### src/sla_pkg.sv
// ----------------------------------------------------------------------------
// sla_pkg
// Shared types and constants of the serial line assembler.
// ----------------------------------------------------------------------------
`timescale 1ns / 1ps
`default_nettype none

package sla_pkg;

   localparam int LINE_DEPTH = 64;
   localparam int ADDR_W     = (LINE_DEPTH > 1) ? $clog2(LINE_DEPTH) : 1;
   localparam int LEN_W      = 7;
   localparam int CHAR_W     = 8;
   localparam int CMD_W      = 2;
   localparam int STATUS_W   = 2;

   localparam logic [CMD_W-1:0] CMD_BYTE  = 2'd0;
   localparam logic [CMD_W-1:0] CMD_READ  = 2'd1;
   localparam logic [CMD_W-1:0] CMD_CLEAR = 2'd2;

   localparam logic [STATUS_W-1:0] ST_CHAR  = 2'd0;
   localparam logic [STATUS_W-1:0] ST_NONE  = 2'd1;
   localparam logic [STATUS_W-1:0] ST_EMPTY = 2'd2;

   localparam logic [CHAR_W-1:0] CH_CR = 8'h0D;
   localparam logic [CHAR_W-1:0] CH_LF = 8'h0A;

   typedef struct packed {
      logic take_byte;
      logic clear_line;
      logic start_read;
      logic load_single;
      logic fetch;
   } sla_cmd_type;

   typedef struct packed {
      logic read_single;
      logic out_free;
      logic fetch_ok;
      logic fetch_last;
      logic pipe_valid;
   } sla_stat_type;

endpackage

`default_nettype wire

### src/sla_ram.sv
// ----------------------------------------------------------------------------
// sla_ram
// Generic single write, single read RAM with registered read data.
// ----------------------------------------------------------------------------
`timescale 1ns / 1ps
`default_nettype none

module sla_ram #(
   parameter int WIDTH = 8,
   parameter int DEPTH = 64
) (
   input  wire logic                                      clock,
   input  wire logic                                      wr_en,
   input  wire logic [((DEPTH > 1) ? $clog2(DEPTH) : 1)-1:0] wr_addr,
   input  wire logic [WIDTH-1:0]                          wr_data,
   input  wire logic                                      rd_en,
   input  wire logic [((DEPTH > 1) ? $clog2(DEPTH) : 1)-1:0] rd_addr,
   output logic      [WIDTH-1:0]                          rd_data
);

   logic [WIDTH-1:0] mem_ff [DEPTH];
   logic [WIDTH-1:0] rd_data_ff;

   always_ff @(posedge clock) begin
      if (wr_en) begin
         mem_ff[wr_addr] <= wr_data;
      end
      if (rd_en) begin
         rd_data_ff <= mem_ff[rd_addr];
      end
   end

   assign rd_data = rd_data_ff;

endmodule

`default_nettype wire

### src/sla_ctrl.sv
// ----------------------------------------------------------------------------
// sla_ctrl
// Controller: decodes accepted words and sequences the line read out.
// ----------------------------------------------------------------------------
`timescale 1ns / 1ps
`default_nettype none

module sla_ctrl (
   input  wire logic                        clock,
   input  wire logic                        reset,
   input  wire logic                        req_tvalid,
   input  wire logic [sla_pkg::CMD_W-1:0]   req_cmd,
   output logic                             req_tready,
   output sla_pkg::sla_cmd_type             cmd,
   input  wire sla_pkg::sla_stat_type       stat
);
   import sla_pkg::*;

   localparam logic [1:0] S_IDLE   = 2'd0;
   localparam logic [1:0] S_SINGLE = 2'd1;
   localparam logic [1:0] S_STREAM = 2'd2;

   logic [1:0] state_ff;
   logic [1:0] state_in;

   assign req_tready = (state_ff == S_IDLE);

   always_comb begin
      state_in = state_ff;
      cmd      = '0;
      case (state_ff)
         S_IDLE: begin
            if (req_tvalid) begin
               case (req_cmd)
                  CMD_BYTE: begin
                     cmd.take_byte = 1'b1;
                  end
                  CMD_READ: begin
                     cmd.start_read = 1'b1;
                     state_in       = stat.read_single ? S_SINGLE : S_STREAM;
                  end
                  CMD_CLEAR: begin
                     cmd.clear_line = 1'b1;
                  end
                  default: begin
                  end
               endcase
            end
         end
         S_SINGLE: begin
            if (stat.out_free && !stat.pipe_valid) begin
               cmd.load_single = 1'b1;
               state_in        = S_IDLE;
            end
         end
         S_STREAM: begin
            if (stat.fetch_ok) begin
               cmd.fetch = 1'b1;
               if (stat.fetch_last) begin
                  state_in = S_IDLE;
               end
            end
         end
         default: begin
            state_in = S_IDLE;
         end
      endcase
   end

   always_ff @(posedge clock) begin
      if (reset) begin
         state_ff <= S_IDLE;
      end else begin
         state_ff <= state_in;
      end
   end

endmodule

`default_nettype wire

### src/sla_dp.sv
// ----------------------------------------------------------------------------
// sla_dp
// Datapath: line store, fill count, line flags, read pipe and output word.
// ----------------------------------------------------------------------------
`timescale 1ns / 1ps
`default_nettype none

module sla_dp (
   input  wire logic                          clock,
   input  wire logic                          reset,
   input  wire sla_pkg::sla_cmd_type          cmd,
   output sla_pkg::sla_stat_type              stat,
   input  wire logic [sla_pkg::CHAR_W-1:0]    rx_byte,
   input  wire logic [sla_pkg::LEN_W-1:0]     read_limit,
   input  wire logic                          rsp_tready,
   output logic                               rsp_tvalid,
   output logic [sla_pkg::CHAR_W-1:0]         out_char,
   output logic [sla_pkg::STATUS_W-1:0]       out_status,
   output logic                               out_last,
   output logic                               out_overflow_seen,
   output logic [sla_pkg::LEN_W-1:0]          out_line_length
);
   import sla_pkg::*;

   // line state
   logic [LEN_W-1:0]    fill_count_ff, fill_count_in;
   logic                line_waiting_ff, line_waiting_in;
   logic                overflow_ff, overflow_in;
   logic                skip_lf_ff, skip_lf_in;

   // read setup
   logic [LEN_W-1:0]    rd_count_ff, rd_len_ff, rd_idx_ff;
   logic [STATUS_W-1:0] rd_status_ff;
   logic                rd_ovf_ff;

   // fetch pipe
   logic                pipe_valid_ff, pipe_valid_in;
   logic                pipe_last_ff, pipe_ovf_ff;
   logic [LEN_W-1:0]    pipe_len_ff;

   // output word
   logic                out_valid_ff, out_valid_in;
   logic [CHAR_W-1:0]   out_char_ff;
   logic [STATUS_W-1:0] out_status_ff;
   logic                out_last_ff, out_ovf_ff;
   logic [LEN_W-1:0]    out_len_ff;

   logic                no_line;
   logic [LEN_W-1:0]    rd_n;
   logic                is_cr, is_lf;
   logic                store_en;
   logic                out_free;
   logic                load_pipe;
   logic [CHAR_W-1:0]   ram_rdata;

   assign no_line  = (read_limit == '0) || !line_waiting_ff;
   assign rd_n     = (fill_count_ff >= read_limit) ? (read_limit - LEN_W'(1)) : fill_count_ff;
   assign is_cr    = (rx_byte == CH_CR);
   assign is_lf    = (rx_byte == CH_LF);
   assign out_free = !out_valid_ff || rsp_tready;
   assign load_pipe = pipe_valid_ff && out_free;

   assign store_en = cmd.take_byte && !(skip_lf_ff && is_lf) && !line_waiting_ff
                     && !is_cr && !is_lf && (fill_count_ff < LEN_W'(LINE_DEPTH));

   always_comb begin
      stat.read_single = no_line || (rd_n == '0);
      stat.out_free    = out_free;
      stat.fetch_ok    = !pipe_valid_ff || out_free;
      stat.fetch_last  = (LEN_W'(rd_idx_ff + LEN_W'(1)) == rd_count_ff);
      stat.pipe_valid  = pipe_valid_ff;
   end

   sla_ram #(
      .WIDTH (CHAR_W),
      .DEPTH (LINE_DEPTH)
   ) u_line_ram (
      .clock   (clock),
      .wr_en   (store_en),
      .wr_addr (fill_count_ff[ADDR_W-1:0]),
      .wr_data (rx_byte),
      .rd_en   (cmd.fetch),
      .rd_addr (rd_idx_ff[ADDR_W-1:0]),
      .rd_data (ram_rdata)
   );

   always_comb begin
      fill_count_in   = fill_count_ff;
      line_waiting_in = line_waiting_ff;
      overflow_in     = overflow_ff;
      skip_lf_in      = skip_lf_ff;
      if (cmd.take_byte) begin
         skip_lf_in = 1'b0;
         if (!(skip_lf_ff && is_lf) && !line_waiting_ff) begin
            if (is_cr || is_lf) begin
               line_waiting_in = 1'b1;
               skip_lf_in      = is_cr;
            end else if (fill_count_ff < LEN_W'(LINE_DEPTH)) begin
               fill_count_in = fill_count_ff + LEN_W'(1);
            end else begin
               overflow_in = 1'b1;
            end
         end
      end
      if (cmd.clear_line || (cmd.start_read && !no_line)) begin
         fill_count_in   = '0;
         line_waiting_in = 1'b0;
         overflow_in     = 1'b0;
         skip_lf_in      = 1'b0;
      end
   end

   always_comb begin
      pipe_valid_in = pipe_valid_ff;
      if (cmd.fetch) begin
         pipe_valid_in = 1'b1;
      end else if (load_pipe) begin
         pipe_valid_in = 1'b0;
      end
      out_valid_in = out_valid_ff;
      if (load_pipe || cmd.load_single) begin
         out_valid_in = 1'b1;
      end else if (rsp_tready) begin
         out_valid_in = 1'b0;
      end
   end

   always_ff @(posedge clock) begin
      if (reset) begin
         fill_count_ff   <= '0;
         line_waiting_ff <= 1'b0;
         overflow_ff     <= 1'b0;
         skip_lf_ff      <= 1'b0;
         pipe_valid_ff   <= 1'b0;
         out_valid_ff    <= 1'b0;
      end else begin
         fill_count_ff   <= fill_count_in;
         line_waiting_ff <= line_waiting_in;
         overflow_ff     <= overflow_in;
         skip_lf_ff      <= skip_lf_in;
         pipe_valid_ff   <= pipe_valid_in;
         out_valid_ff    <= out_valid_in;
      end
   end

   always_ff @(posedge clock) begin
      if (cmd.start_read) begin
         rd_count_ff  <= rd_n;
         rd_idx_ff    <= '0;
         rd_ovf_ff    <= overflow_ff;
         rd_len_ff    <= no_line ? '0 : fill_count_ff;
         rd_status_ff <= no_line ? ST_NONE : ST_EMPTY;
      end else if (cmd.fetch) begin
         rd_idx_ff <= rd_idx_ff + LEN_W'(1);
      end
      if (cmd.fetch) begin
         pipe_last_ff <= stat.fetch_last;
         pipe_ovf_ff  <= rd_ovf_ff;
         pipe_len_ff  <= rd_len_ff;
      end
      if (load_pipe) begin
         out_char_ff   <= ram_rdata;
         out_status_ff <= ST_CHAR;
         out_last_ff   <= pipe_last_ff;
         out_ovf_ff    <= pipe_ovf_ff;
         out_len_ff    <= pipe_len_ff;
      end else if (cmd.load_single) begin
         out_char_ff   <= '0;
         out_status_ff <= rd_status_ff;
         out_last_ff   <= 1'b1;
         out_ovf_ff    <= rd_ovf_ff;
         out_len_ff    <= rd_len_ff;
      end
   end

   assign rsp_tvalid        = out_valid_ff;
   assign out_char          = out_char_ff;
   assign out_status        = out_status_ff;
   assign out_last          = out_last_ff;
   assign out_overflow_seen = out_ovf_ff;
   assign out_line_length   = out_len_ff;

   // single result never overtakes a pending character
   a_single_order: assert property (@(posedge clock) disable iff (reset)
      !(cmd.load_single && pipe_valid_ff))
      else $error("single result loaded while fetch pipe busy");

   // no store write while a read is fetching
   a_no_write_in_read: assert property (@(posedge clock) disable iff (reset)
      !(store_en && cmd.fetch))
      else $error("line store written during read out");

   a_fill_bound: assert property (@(posedge clock) disable iff (reset)
      fill_count_ff <= LEN_W'(LINE_DEPTH))
      else $error("fill count beyond store depth");

   // a read of a waiting line empties it
   a_read_empties: assert property (@(posedge clock) disable iff (reset)
      (cmd.start_read && !no_line) |=> (!line_waiting_ff && fill_count_ff == '0))
      else $error("line not emptied after read");

endmodule

`default_nettype wire

### src/serial_line_assembler.sv
// ----------------------------------------------------------------------------
// serial_line_assembler
// Builds one text line from received serial bytes and reads it out.
//
// The req channel carries a command in tuser and a received byte and a read
// limit in tdata. Received bytes and clear commands are taken one per cycle
// and give no result. CR or LF ends a line; an LF right after that CR is
// skipped; bytes are dropped while a line waits, and bytes past the store
// depth set the overflow flag.
// A read command gives one or more rsp words, tlast on the final one. A read
// with nothing to hand out loads one word into the output register once the
// output stage is free. A read that copies characters passes each from the line
// store through the fetch pipe register to the output word, one character per
// cycle while rsp is ready, set by the single read port of the line store.
// req_tready is low from the read's acceptance until its last character is fetched.
// A stall on rsp holds the output word and pauses the read out.
// Reset clears the line flags and fill count and empties the output stage;
// store contents stay as they were and are only read after being written.
// ----------------------------------------------------------------------------
`timescale 1ns / 1ps
`default_nettype none

module serial_line_assembler (
   input  wire logic        clock,
   input  wire logic        reset,
   input  wire logic        req_tvalid,
   output logic             req_tready,
   input  wire logic [15:0] req_tdata,   // rx_byte[7:0], read_limit[14:8], zero[15]
   input  wire logic [1:0]  req_tuser,   // cmd[1:0]
   output logic             rsp_tvalid,
   input  wire logic        rsp_tready,
   output logic [15:0]      rsp_tdata,   // out_char[7:0], overflow_seen[8], line_length[15:9]
   output logic [1:0]       rsp_tuser,   // status[1:0]
   output logic             rsp_tlast
);
   import sla_pkg::*;

   sla_cmd_type         cmd;
   sla_stat_type        stat;
   logic [CHAR_W-1:0]   out_char;
   logic [STATUS_W-1:0] out_status;
   logic                out_last;
   logic                out_overflow_seen;
   logic [LEN_W-1:0]    out_line_length;

   sla_ctrl u_ctrl (
      .clock      (clock),
      .reset      (reset),
      .req_tvalid (req_tvalid),
      .req_cmd    (req_tuser),
      .req_tready (req_tready),
      .cmd        (cmd),
      .stat       (stat)
   );

   sla_dp u_dp (
      .clock             (clock),
      .reset             (reset),
      .cmd               (cmd),
      .stat              (stat),
      .rx_byte           (req_tdata[7:0]),
      .read_limit        (req_tdata[14:8]),
      .rsp_tready        (rsp_tready),
      .rsp_tvalid        (rsp_tvalid),
      .out_char          (out_char),
      .out_status        (out_status),
      .out_last          (out_last),
      .out_overflow_seen (out_overflow_seen),
      .out_line_length   (out_line_length)
   );

   assign rsp_tdata = {out_line_length, out_overflow_seen, out_char};
   assign rsp_tuser = out_status;
   assign rsp_tlast = out_last;

endmodule

`default_nettype wire
### config.mk
export PLATFORM = sky130hd
export DESIGN_NAME = serial_line_assembler
export DESIGN_NICKNAME = d
export VERILOG_FILES = /design/src/sla_pkg.sv /design/src/sla_ram.sv /design/src/sla_ctrl.sv /design/src/sla_dp.sv /design/src/serial_line_assembler.sv
export SDC_FILE = /design/constraint.sdc
export NUM_CORES = 1
export LEC_CHECK = 0
export ABC_AREA = 0
export BUFFER_PORTS_ARGS = -buffer_cell sky130_fd_sc_hd__buf_2
export CAP_MARGIN = 25
export CORE_MARGIN = 3
export CORE_UTILIZATION = 40
export DETAILED_ROUTE_END_ITERATION = 12
export PLACE_DENSITY = 0.65
export SYNTH_ARGS = -nofsm -noshare
export SYNTH_HDL_FRONTEND = slang
export SYNTH_HIERARCHICAL = 1
export SYNTH_SLANG_ARGS = --single-unit
### constraint.sdc
create_clock -name clock -period 2.73 [get_ports clock]
set_input_delay 0.546 -clock clock [delete_from_list [all_inputs] [get_ports clock]]
set_output_delay 0.546 -clock clock [all_outputs]
set_load 0.02 [all_outputs]
==> flow_metrics.py, run 1 <==
metrics = {
    "global_routing": {
        "grt_antenna_before_repair": 2,
        "grt_pass1_vias": 12100,
        "grt_remaining_overflow": 0,
        "grt_max_degree": 65,
        "track_usage_pct": 17.4,
        "grt_pass1_wl_um": 79200,
    },
    "floorplanning": {
        "fp.dieW_um": 248,
        "die_height_um": 248,
        "core-area_um2": 57900,
        "dieArea_um2": 61700,
        "initial_core_util_pct": 40.6,
        "io-pin-count": 43,
        "rows": 88,
    },
    "layout": {
        "drive_gt1_share_pct": 33.5,
        "diodes": 0,
        "fin_nets": 1401,
        "syn_to_final_growth_pct": 16.9,
        "num-fill-cells": 4787,
        "stdcell_area_um2": 27500,
        "seqCellArea_um2": 17400,
        "multiInputGateArea_um2": 6100,
    },
    "setup_path": {
        "crit_arrival_ps": 2870,
        "critPathLaunchType": "register",
        "slowest_delay_ps": 330,
        "crit_fanout": 8,
        "critical_path.cell_chain": "nor2_4 > nand2_2 > nor3_4 > buf_4 > and2b_1 > nand2b_1 > nor2_1 > buf_4 > buf_6 > nor2b_4 > nand3_4 > buf_12 > nor2_4",
        "cp_top_family": "simple AND/OR/NAND/NOR gates",
        "endpoint_kind": "register",
        "slowest_stage": "dfxtp_2",
        "worstSetupPathType": "reg2reg",
        "critical_path_required_ps": 2990,
        "crit_buf_inv": 4,
    },
    "sta": {
        "min_period_ps": 2610,
        "clock.fmax_mhz": 382,
        "holdWs_ps": 197,
        "setup_ws_ps": 115,
        "skew_ps": 29.3,
        "slew_viol_final": 0,
        "worstMarginPinSlew_ps": 795,
        "fin_crit_sh_pct": 95.8,
        "rsz0062_at_grt": "true",
        "setup_viol": 0,
        "slew_headroom_pct": 46.3,
        "hold_viol": 0,
    },
    "power": {
        "swShare_pct": 19.6,
        "p_per_area_nw_per_um2": 625,
        "sequentialPowerShare_pct": 57.4,
        "power_frac_comb_pct": 1.9,
        "leakage_uw": 0.00846,
        "p_int_uw": 13800,
        "power.share.clock_pct": 40.7,
        "p_switching_uw": 3370,
        "worst_ir_drop_vdd_mv": 0.388,
    },
    "logic_synthesis": {
        "synthArstFlopShare_pct": 0,
        "netlist_area_um2": 23500,
        "synth_enable_flop_cells": 563,
        "synth_cells": 1218,
        "syn_nets": 1251,
        "yosysSeqAreaShare_pct": 73.9,
        "avgSynthCellArea_um2": 19.3,
        "synthDistinctLibCells": 71,
        "ys.flop_type": "edfxtp_1",
        "synth_top_area_share_pct": 71.9,
        "yosys.area.top_type": "edfxtp_1",
        "synthTopCellsByArea": "edfxtp_1 72%, mux4_2 12%, dfxtp_1 2.0%, nor2_1 1.6%, mux2_2 1.3%",
        "synth_warnings": 6,
        "synth-seq-cells": 586,
    },
    "clocking": {
        "clk_latency_ps": 600,
        "hold_buffers": 0,
        "cts_root_buf": "clkbuf_16",
        "htree_levels": 2,
        "clock_sinks": 586,
        "cts_tree": "yes",
        "clk_pin_slew_worst_paths_ps": 60,
        "clockBufferDepth": 3,
        "numCtsBuffers": 55,
    },
    "place": {
        "numPortBuffers": 41,
        "hpwl_um": 34400,
        "placed_cell_area_um2": 25500,
        "place_ws_ps": -349,
        "globalplace.congestion": 0.861,
    },
    "drt": {
        "vias_per_cell": 5.55,
        "drt_iter0_drc": 1296,
        "drc": 0,
        "drtAntennaViolNets": 0,
        "routedWlPerCell_um": 24.3,
        "first_pass_iters": 5,
        "via_count": 12000,
        "wirelength_um": 52600,
    },
    "min_path": {
        "hold_class": "in2reg",
    },
    "outcome": {
        "status": "completed",
    },
    "run": {
        "drv_cap": 0,
    },
}
cell type report:
class / instances / area share, %
flip-flops and latches: 586 / 63.2
multi-input cells: 554 / 22.2
clock buffers: 71 / 5.23
repair buffers: 157 / 5.07
well taps: 765 / 3.48
clock inverters: 23 / 0.596
inverters: 14 / 0.191
power by group through the flow:
stage | clock (µW) | sequential [µW] | combinational (µW)
2_1_floorplan | 0 | 10100 | 79.2
3_3_place_gp | 0 | 10100 | 313
3_5_place_dp | 0 | 10100 | 324
4_1_cts | 7170 | 9860 | 324
5_1_grt | 7520 | 9860 | 350
6_report | 6990 | 9860 | 321
state kept, by name (all words and copies together), names as in the netlist, 2 cells and up:
signal                   cells
u_dp/rd_count_ff             7
u_ctrl/state_ff              2
u_dp/fill_count_ff           7
u_dp/rd_status_ff            2
u_dp/pipe_len_ff             7
u_dp/u_line_ram/mem_ff     512
u_dp/rd_idx_ff               7
u_dp/out_line_length         7
u_dp/out_char                8
u_dp/rd_len_ff               7
u_dp/out_status              2
u_dp/u_line_ram/rd_data      8
worst paths after layout:
| kind | slack, ps | end | startpoint | cells past startpoint |
|---|---|---|---|---|
| setup reg to reg | 120 | u_dp/u_line_ram/mem_ff[46][5]$_DFFE_PP_ | u_ctrl/state_ff[1]$_SDFFE_PP0P_ | 13 |
| hold reg to reg | 450 | u_dp/pipe_len_ff[6]$_DFFE_PP_ | u_dp/rd_len_ff[6]$_SDFFCE_PN0P_ | 0 |
| hold / removal | 200 | u_ctrl/state_ff[1]$_SDFFE_PP0P_ | reset | 2 |
| setup / recovery | 120 | u_dp/u_line_ram/mem_ff[46][5]$_DFFE_PP_ | u_ctrl/state_ff[1]$_SDFFE_PP0P_ | 13 |
per-stage QoR:
step / util [%] / setup TNS, ps / std cells / total power, µW
6_report: 47.4 / 0 / 2170 / 17200
3_5_place_dp: 44.0 / -114450 / 2062 / 10400
4_1_cts: 46.9 / -3580 / 2156 / 17400
3_3_place_gp: 44.0 / -122640 / 2062 / 10400
5_1_grt: 47.4 / -702 / 2170 / 17700
2_1_floorplan: - / 0 / 1218 / 10100
cells in the final DEF, fill, tap and decap left out, drive strengths merged, types with 6 or more instances in the layout:
cell type,synthesis,layout
ha,11,11
and3,12,12
clkbuf,22,71
nor2,103,103
a21oi,14,14
nand2,27,27
nand3b,6,6
mux2,27,27
a221oi,7,7
clkinv,0,19
xnor2,8,8
and2,9,9
nand3,23,23
xor2,9,9
buf,42,157
edfxtp,563,563
o21ai,9,9
o22ai,8,8
mux4,126,126
dfxtp,23,23
nor3,12,12
o221ai,8,8
mux2i,29,29
inv,14,15
nand2b,11,11
nor2b,20,20
cells in the mapped netlist (all sizes together), types with 9 or more instances:
library cell,instances
and3,12
mux4,126
and2,9
dfxtp,23
nor2b,20
ha,11
xor2,9
nor2,103
nand2,27
mux2,27
nor3,12
edfxtp,563
clkbuf,22
nand3,23
a21oi,14
o21ai,9
nand2b,11
mux2i,29
inv,14
buf,42
layer usage:
metal,up-vias,GRT usage [%],share of wire [%]
met5,-,0,0
met4,0,4.49,2.4
met3,78,3.19,6.3
met2,404,28.1,49
met1,6297,24.5,42
li1,5261,-,-
timing repair:
item | 4_1_cts | 5_1_grt
buffers inserted | 0 | 14
endpoints found under the setup margin | 297 | 454
pin swaps | 2 | 23
cloned | 0 | 0
gates resized for setup | 34 | 20
cell families (layout without fill, tap and decap cells):
kind of cell	after synthesis	count (layout)	share of synthesized area [%]
multiplexers	182	182	14.6
AO/OA/AOI/OAI	93	93	3.01
buffers and inverters	78	265	1.88
AND/OR/NAND/NOR	251	251	5.38
adder cells (fa/ha/maj)	11	11	0.586
XOR/XNOR	17	17	0.634
flip-flops	586	586	73.9
Note: power is estimated with default switching activity, not from simulation.
==> run 2: changes to the inputs <==
--- a/config.mk
+++ b/config.mk
@@ -10,6 +10,7 @@
 export CAP_MARGIN = 25
 export CORE_MARGIN = 3
 export CORE_UTILIZATION = 40
+export CTS_BUF_LIST = sky130_fd_sc_hd__clkbuf_2
 export DETAILED_ROUTE_END_ITERATION = 12
 export PLACE_DENSITY = 0.65
 export SYNTH_ARGS = -nofsm -noshare
==> flow_metrics.py, run 2 (synthesized netlist as in run 1, its figures left out) <==
metrics = {
    "clocking": {
        "clock_sinks": 586,
        "clockBufferDepth": 3,
        "cts_tree": "yes",
        "clk_latency_ps": 1110,
        "numCtsBuffers": 144,
        "cts_root_buf": "clkbuf_2",
        "htree_levels": 4,
        "clk_pin_slew_worst_paths_ps": 100,
    },
    "floorplanning": {
        "die_height_um": 248,
        "fp.dieW_um": 248,
        "io-pin-count": 43,
        "core-area_um2": 57900,
        "rows": 88,
        "initial_core_util_pct": 40.6,
        "dieArea_um2": 61700,
    },
    "sta": {
        "worstMarginPinSlew_ps": 801,
        "fin_setup_tns_ps": 0,
        "skew_ps": 58.7,
        "fin_crit_sh_pct": 96.8,
        "clock.fmax_mhz": 379,
        "slew_headroom_pct": 45.9,
        "hold_viol": 0,
        "holdWs_ps": 159,
        "min_period_ps": 2640,
        "slew_viol_final": 0,
        "setup_viol": 0,
        "rsz0062_at_grt": "true",
    },
    "global_routing": {
        "met3_usage_pct": 3.83,
        "use_met1_pct": 24.2,
        "track_usage_pct": 17.9,
        "grt_busiest_layer": "met2",
        "grt_pass1_wl_um": 81200,
        "grt_pass1_vias": 13000,
        "grtUsageMet2_pct": 28.5,
        "grt_antenna_before_repair": 1,
        "grt_max_degree": 65,
        "grt_remaining_overflow": 0,
    },
    "setup_path": {
        "crit_buf_inv": 2,
        "r2r_slack_ps": 90,
        "cp_top_family": "multiplexers",
        "crit_arrival_ps": 3390,
        "setup.worst_path.start": "u_dp/rd_idx_ff[0]$_SDFFE_PP0P_",
        "r2r_end": "u_dp/u_line_ram/rd_data[3]$_DFFE_PP_",
        "endpoint_kind": "register",
        "cp.depth": 7,
        "slowest_delay_ps": 560,
        "endpoint": "u_dp/u_line_ram/rd_data[3]$_DFFE_PP_",
        "worstSetupPathType": "reg2reg",
        "r2r_cells": 7,
        "r2r-start": "u_dp/rd_idx_ff[0]$_SDFFE_PP0P_",
        "crit_fanout": 12,
        "critPathLaunchType": "register",
        "critical_path_required_ps": 3480,
        "slowest_stage": "mux4_2",
        "critical_path.cell_chain": "buf_12 > buf_4 > mux4_2 > mux2i_1 > a21oi_1 > o21ai_1 > o41ai_1",
    },
    "outcome": {
        "status": "completed",
    },
    "power": {
        "p_switching_uw": 3600,
        "p_per_area_nw_per_um2": 592,
        "power_frac_comb_pct": 2.1,
        "swShare_pct": 22.2,
        "worst_ir_drop_vdd_mv": 0.242,
        "sequentialPowerShare_pct": 60.7,
        "p_int_uw": 12600,
        "leakage_uw": 0.00879,
        "power.share.clock_pct": 37.1,
    },
    "drt": {
        "drtAntennaViolNets": 0,
        "first_pass_iters": 5,
        "routedWlPerCell_um": 22.9,
        "wirelength_um": 53700,
        "drt_iter0_drc": 1208,
        "via_count": 12600,
        "drc": 0,
        "vias_per_cell": 5.35,
    },
    "layout": {
        "drive_gt1_share_pct": 39.6,
        "num-fill-cells": 4912,
        "multiInputGateArea_um2": 6060,
        "largest_reg_flops": 512,
        "seqCellArea_um2": 17400,
        "syn_to_final_growth_pct": 16.5,
        "final_common_cell": "edfxtp_1",
        "final_cell_mix": "563 x edfxtp_1, 216 x clkbuf_2, 126 x mux4_2",
        "post-route-util_pct": 47.3,
        "fin_nets": 1505,
        "regMostFlops": "u_dp/u_line_ram/mem_ff",
    },
    "place": {
        "numPortBuffers": 41,
        "globalplace.congestion": 0.861,
        "hpwl_um": 34400,
    },
    "min_path": {
        "hold_class": "in2reg",
    },
    "run": {
        "drv_cap": 0,
    },
}
-- run 2: changes by cell type in the layout (fill, tap and decap cells not counted), sizes merged --
cell | before | now
bufinv | 2 | 6
clkbuf | 71 | 216
diode | 0 | 2
inv | 15 | 23
dlygate4sd3 | 0 | 21
buf | 157 | 151
clkinv | 19 | 26
clkinvlp | 1 | 0
-- run 2: stage by stage --
step                      power (µW)  cell area [µm²]  std cells  setup WS (ps)
after floorplan                10100            23700       1218           13.1
after global placement         10400            25500       2062           -342
after detailed placement       10400            25500       2062           -349
after CTS                      16400            27200       2343          -47.1
after global routing           16900            27400       2349          -85.1
final                          16200            27400       2350           88.7
-- run 2: repair_timing --
action                                  4_1_cts  5_1_grt
buffers inserted                              3        5
hold buffers                                 21        0
hold endpoints to repair                    225        0
resized for setup                            35       10
endpoints found under the setup margin      311      214
pin swaps                                     2        6
-- run 2: power by group through the flow --
stage	Clock [µW]	Combinational, µW	Sequential [µW]
floorplan	0	79.2	10100
finish	6020	346	9850
CTS	6240	349	9850
global route	6720	377	9850
detailed placement	0	324	10100
global placement	0	313	10100
-- run 2: area by class of cell --
| cell class | count | share of cell area (%) |
|---|---|---|
| Multi-Input combinational cell | 554 | 22.1 |
| Antenna cell | 2 | 0.0183 |
| Clock buffer | 216 | 3.95 |
| Inverter | 14 | 0.192 |
| Tap cell | 765 | 3.50 |
| Sequential cell | 586 | 63.5 |
| Clock inverter | 41 | 1.14 |
| Timing Repair Buffer | 172 | 5.57 |
-- run 2: layer usage --
layer,vias up,share of wire [%]
met4,0,2.1
met1,6445,42
li1,5575,-
met5,-,0
met3,81,6.8
met2,465,49
-- run 2: worst min-delay path by stage --
stage	startpoint	end	slack, ps	cells after the start
2_1_floorplan	u_dp/overflow_ff$_SDFFE_PP0P_	u_dp/rd_ovf_ff$_DFFE_PP_	410	0
4_1_cts	req_tdata[7]	u_dp/u_line_ram/mem_ff[10][7]$_DFFE_PP_	20	2
5_1_grt	req_tdata[7]	u_dp/u_line_ram/mem_ff[2][7]$_DFFE_PP_	60	2
6_report	req_tdata[7]	u_dp/u_line_ram/mem_ff[17][7]$_DFFE_PP_	160	2
3_3_place_gp	u_dp/rd_len_ff[6]$_SDFFCE_PN0P_	u_dp/pipe_len_ff[6]$_DFFE_PP_	430	0
3_5_place_dp	u_dp/rd_len_ff[4]$_SDFFCE_PN0P_	u_dp/pipe_len_ff[4]$_DFFE_PP_	440	0
==> run 3: changes to the inputs <==
--- a/config.mk
+++ b/config.mk
@@ -5,7 +5,7 @@
 export SDC_FILE = /design/constraint.sdc
 export NUM_CORES = 1
 export LEC_CHECK = 0
-export ABC_AREA = 0
+export ABC_AREA = 1
 export BUFFER_PORTS_ARGS = -buffer_cell sky130_fd_sc_hd__buf_2
 export CAP_MARGIN = 25
 export CORE_MARGIN = 3
==> flow_metrics.py, run 3 <==
metrics = {
    "setup_path": {
        "slowest_delay_ps": 350,
        "endpoint_kind": "register",
        "r2r_slack_ps": 90,
        "critical_path_required_ps": 3450,
        "cpMostUsedCell": "nor2_4",
        "critPathLaunchType": "register",
        "crit_buf_inv": 3,
        "r2r_end": "u_dp/u_line_ram/mem_ff[40][2]$_DFFE_PP_",
        "crit_arrival_ps": 3360,
        "r2r_cells": 9,
        "critical_path.cell_chain": "nor2_4 > inv_1 > nor4_4 > buf_4 > nand3_1 > nor2_4 > nand4_1 > buf_12 > nor2_2",
        "slowest_stage": "dfxtp_1",
        "r2r-start": "u_ctrl/state_ff[0]$_SDFFE_PP0P_",
        "crit_fanout": 10,
        "cp_top_family": "simple AND/OR/NAND/NOR gates",
        "worstSetupPathType": "reg2reg",
    },
    "sta": {
        "setup_viol": 0,
        "rsz0062_at_grt": "false",
        "slew_viol_final": 0,
        "holdWs_ps": 138,
        "setup_ws_ps": 92.3,
        "skew_ps": 72.6,
        "hold_viol": 0,
        "clock.fmax_mhz": 379,
        "slew_headroom_pct": 38.3,
        "min_period_ps": 2640,
        "fin_crit_sh_pct": 96.6,
        "worstMarginPinSlew_ps": 925,
    },
    "drt": {
        "routedWlPerCell_um": 19.1,
        "drtAntennaViolNets": 0,
        "vias_per_cell": 5.19,
        "drt_iter0_drc": 1469,
        "first_pass_iters": 7,
        "wirelength_um": 61400,
        "via_count": 16600,
        "drc": 0,
    },
    "global_routing": {
        "grt_antenna_before_repair": 1,
        "grtUsageMet2_pct": 32.1,
        "grt_busiest_layer": "met2",
        "use_met1_pct": 24.2,
        "grt_pass1_vias": 16600,
        "grt_remaining_overflow": 0,
        "met3_usage_pct": 3.66,
        "grt_pass1_wl_um": 93600,
        "track_usage_pct": 19.1,
        "grt_max_degree": 153,
    },
    "place": {
        "place_ws_ps": -799,
        "hpwl_um": 38100,
        "dp_cells": 2942,
        "globalplace.congestion": 0.868,
        "numPortBuffers": 41,
    },
    "clocking": {
        "htree_levels": 4,
        "clk_latency_ps": 1140,
        "cts_tree": "yes",
        "numCtsBuffers": 139,
        "cts_root_buf": "clkbuf_2",
        "clockBufferDepth": 3,
        "clk_pin_slew_worst_paths_ps": 110,
        "clock_sinks": 586,
    },
    "logic_synthesis": {
        "avgSynthCellArea_um2": 11.4,
        "synth_top_area_share_pct": 68.5,
        "yosysSeqAreaShare_pct": 70.3,
        "synthDistinctLibCells": 40,
        "synthTopCellsByArea": "edfxtp_1 68%, nand2_1 11%, nand3_1 9.2%, dfxtp_1 1.9%, buf_6 1.6%",
        "syn_nets": 2197,
        "netlist_area_um2": 24700,
        "synth_warnings": 6,
        "synth_enable_flop_cells": 563,
        "synth_cells": 2164,
        "ys.flop_type": "edfxtp_1",
        "synthArstFlopShare_pct": 0,
        "synth-seq-cells": 586,
        "synth_most_common_cell": "nand2_1",
        "yosys.area.top_type": "edfxtp_1",
        "ys_top_cells_by_count": "733 x nand2_1, 563 x edfxtp_1, 455 x nand3_1, 89 x nor2_1, 60 x inv_1",
    },
    "layout": {
        "fin_nets": 2354,
        "seqCellArea_um2": 17400,
        "post-route-util_pct": 45.7,
        "final_cell_mix": "733 x nand2_1, 563 x edfxtp_1, 455 x nand3_1",
        "drive_gt1_share_pct": 18.3,
        "regMostFlops": "u_dp/u_line_ram/mem_ff",
        "final_cell_count_no_fill": 3210,
        "num-fill-cells": 5513,
        "multiInputGateArea_um2": 6490,
        "largest_reg_flops": 512,
        "final_common_cell": "nand2_1",
        "syn_to_final_growth_pct": 12.2,
    },
    "power": {
        "worst_ir_drop_vdd_mv": 0.243,
        "leakage_uw": 0.0102,
        "p_per_area_nw_per_um2": 578,
    },
    "floorplanning": {
        "rows": 90,
        "core-area_um2": 60700,
        "io-pin-count": 43,
        "die_height_um": 254,
        "fp.dieW_um": 254,
        "dieArea_um2": 64800,
        "initial_core_util_pct": 40.7,
    },
    "outcome": {
        "status": "completed",
    },
    "min_path": {
        "min-delay-start": "req_tdata[9]",
        "min_to": "u_dp/rd_status_ff[1]$_DFFE_PP_",
        "hold_class": "in2reg",
        "whs_path_depth": 4,
    },
    "run": {
        "drv_cap": 0,
    },
}
[run 3: cell count changes after synthesis, moves of 11 or more]
cell and change:
nand2_1 +706, nand3_1 +433, mux4_2 -126, inv_1 +46, buf_6 +31, mux2i_1 -29, buf_2 +27, mux2_2 -25
nor2b_1 -19, nor2_1 -14, and3_1 -11, nand2b_1 -11, nand4_1 +11
[run 3: routing by layer]
| layer | up-vias | routed length, µm |
|---|---|---|
| met5 | - | 0 |
| met4 | 0 | 1940 |
| met3 | 122 | 4290 |
| met2 | 666 | 30000 |
| met1 | 7931 | 25200 |
| li1 | 7925 | - |
[run 3: layout make-up]
class / instances / share of cell area, %
Clock buffer: 205 / 3.70
Antenna cell: 1 / 0.00903
Clock inverter: 42 / 1.11
Multi-Input combinational cell: 1390 / 23.4
Sequential cell: 586 / 62.7
Timing Repair Buffer: 136 / 4.54
Tap cell: 782 / 3.53
Inverter: 68 / 0.948
[run 3: cell families (layout without fill, tap and decap cells)]
| logic type | Yosys count | after routing | share of synthesized area (%) |
|---|---|---|---|
| compound gates | 29 | 29 | 0.735 |
| xor+xnor | 15 | 15 | 0.532 |
| fa+ha+maj | 11 | 11 | 0.557 |
| buf+inv | 188 | 451 | 4.52 |
| flops | 586 | 586 | 70.3 |
| mux | 2 | 2 | 0.0912 |
| other cells | 0 | 1 | 0 |
| simple gates | 1333 | 1333 | 23.2 |
[run 3: stage by stage]
| stage | instance area, µm² | total power [µW] | TNS, ps |
|---|---|---|---|
| floorplan | 24700 | 10200 | -18710 |
| global placement | 25900 | 10400 | -317650 |
| detailed placement | 25900 | 10400 | -332770 |
| CTS | 27600 | 16200 | -1400 |
| global route | 27700 | 16700 | 0 |
| finish | 27700 | 16000 | 0 |
[run 3: worst max path at each step]
stage / start / end / slack, ps / depth (start not counted)
after global routing: u_ctrl/state_ff[0]$_SDFFE_PP0P_ / u_dp/u_line_ram/mem_ff[29][2]$_DFFE_PP_ / 10 / 9
final: u_ctrl/state_ff[0]$_SDFFE_PP0P_ / u_dp/u_line_ram/mem_ff[40][2]$_DFFE_PP_ / 90 / 9
after floorplan: req_tuser[0] / u_dp/u_line_ram/mem_ff[48][0]$_DFFE_PP_ / -290 / 7
after global placement: req_tuser[0] / u_dp/u_line_ram/mem_ff[29][6]$_DFFE_PP_ / -740 / 8
after CTS: u_ctrl/state_ff[0]$_SDFFE_PP0P_ / u_dp/u_line_ram/mem_ff[6][1]$_DFFE_PP_ / -50 / 9
after detailed placement: req_tuser[0] / u_dp/u_line_ram/mem_ff[29][0]$_DFFE_PP_ / -800 / 8
[run 3: power breakdown]
part | total, µW | switching, µW | leakage, µW | internal, µW
Clock | 5770 | 3290 | 0.000992 | 2480
Sequential | 9850 | 7.93 | 0.00527 | 9840
Combinational | 389 | 296 | 0.00397 | 92.4
[run 3: tightest hold or removal path, delay by kind of cell]
kind                       cells  cell delay [ps]
adders and majority gates      1              230
buffers and inverters          2              160
AOI/OAI and AO/OA              1              180
[run 3: repair_timing]
item / 4_1_cts / 5_1_grt
gates resized for setup: 65 / 20
hold buffers: 18 / 0
setup endpoints to repair: 512 / 153
pin swaps: 1 / 1
setup buffers: 1 / 1
endpoints found under the hold margin: 85 / 0
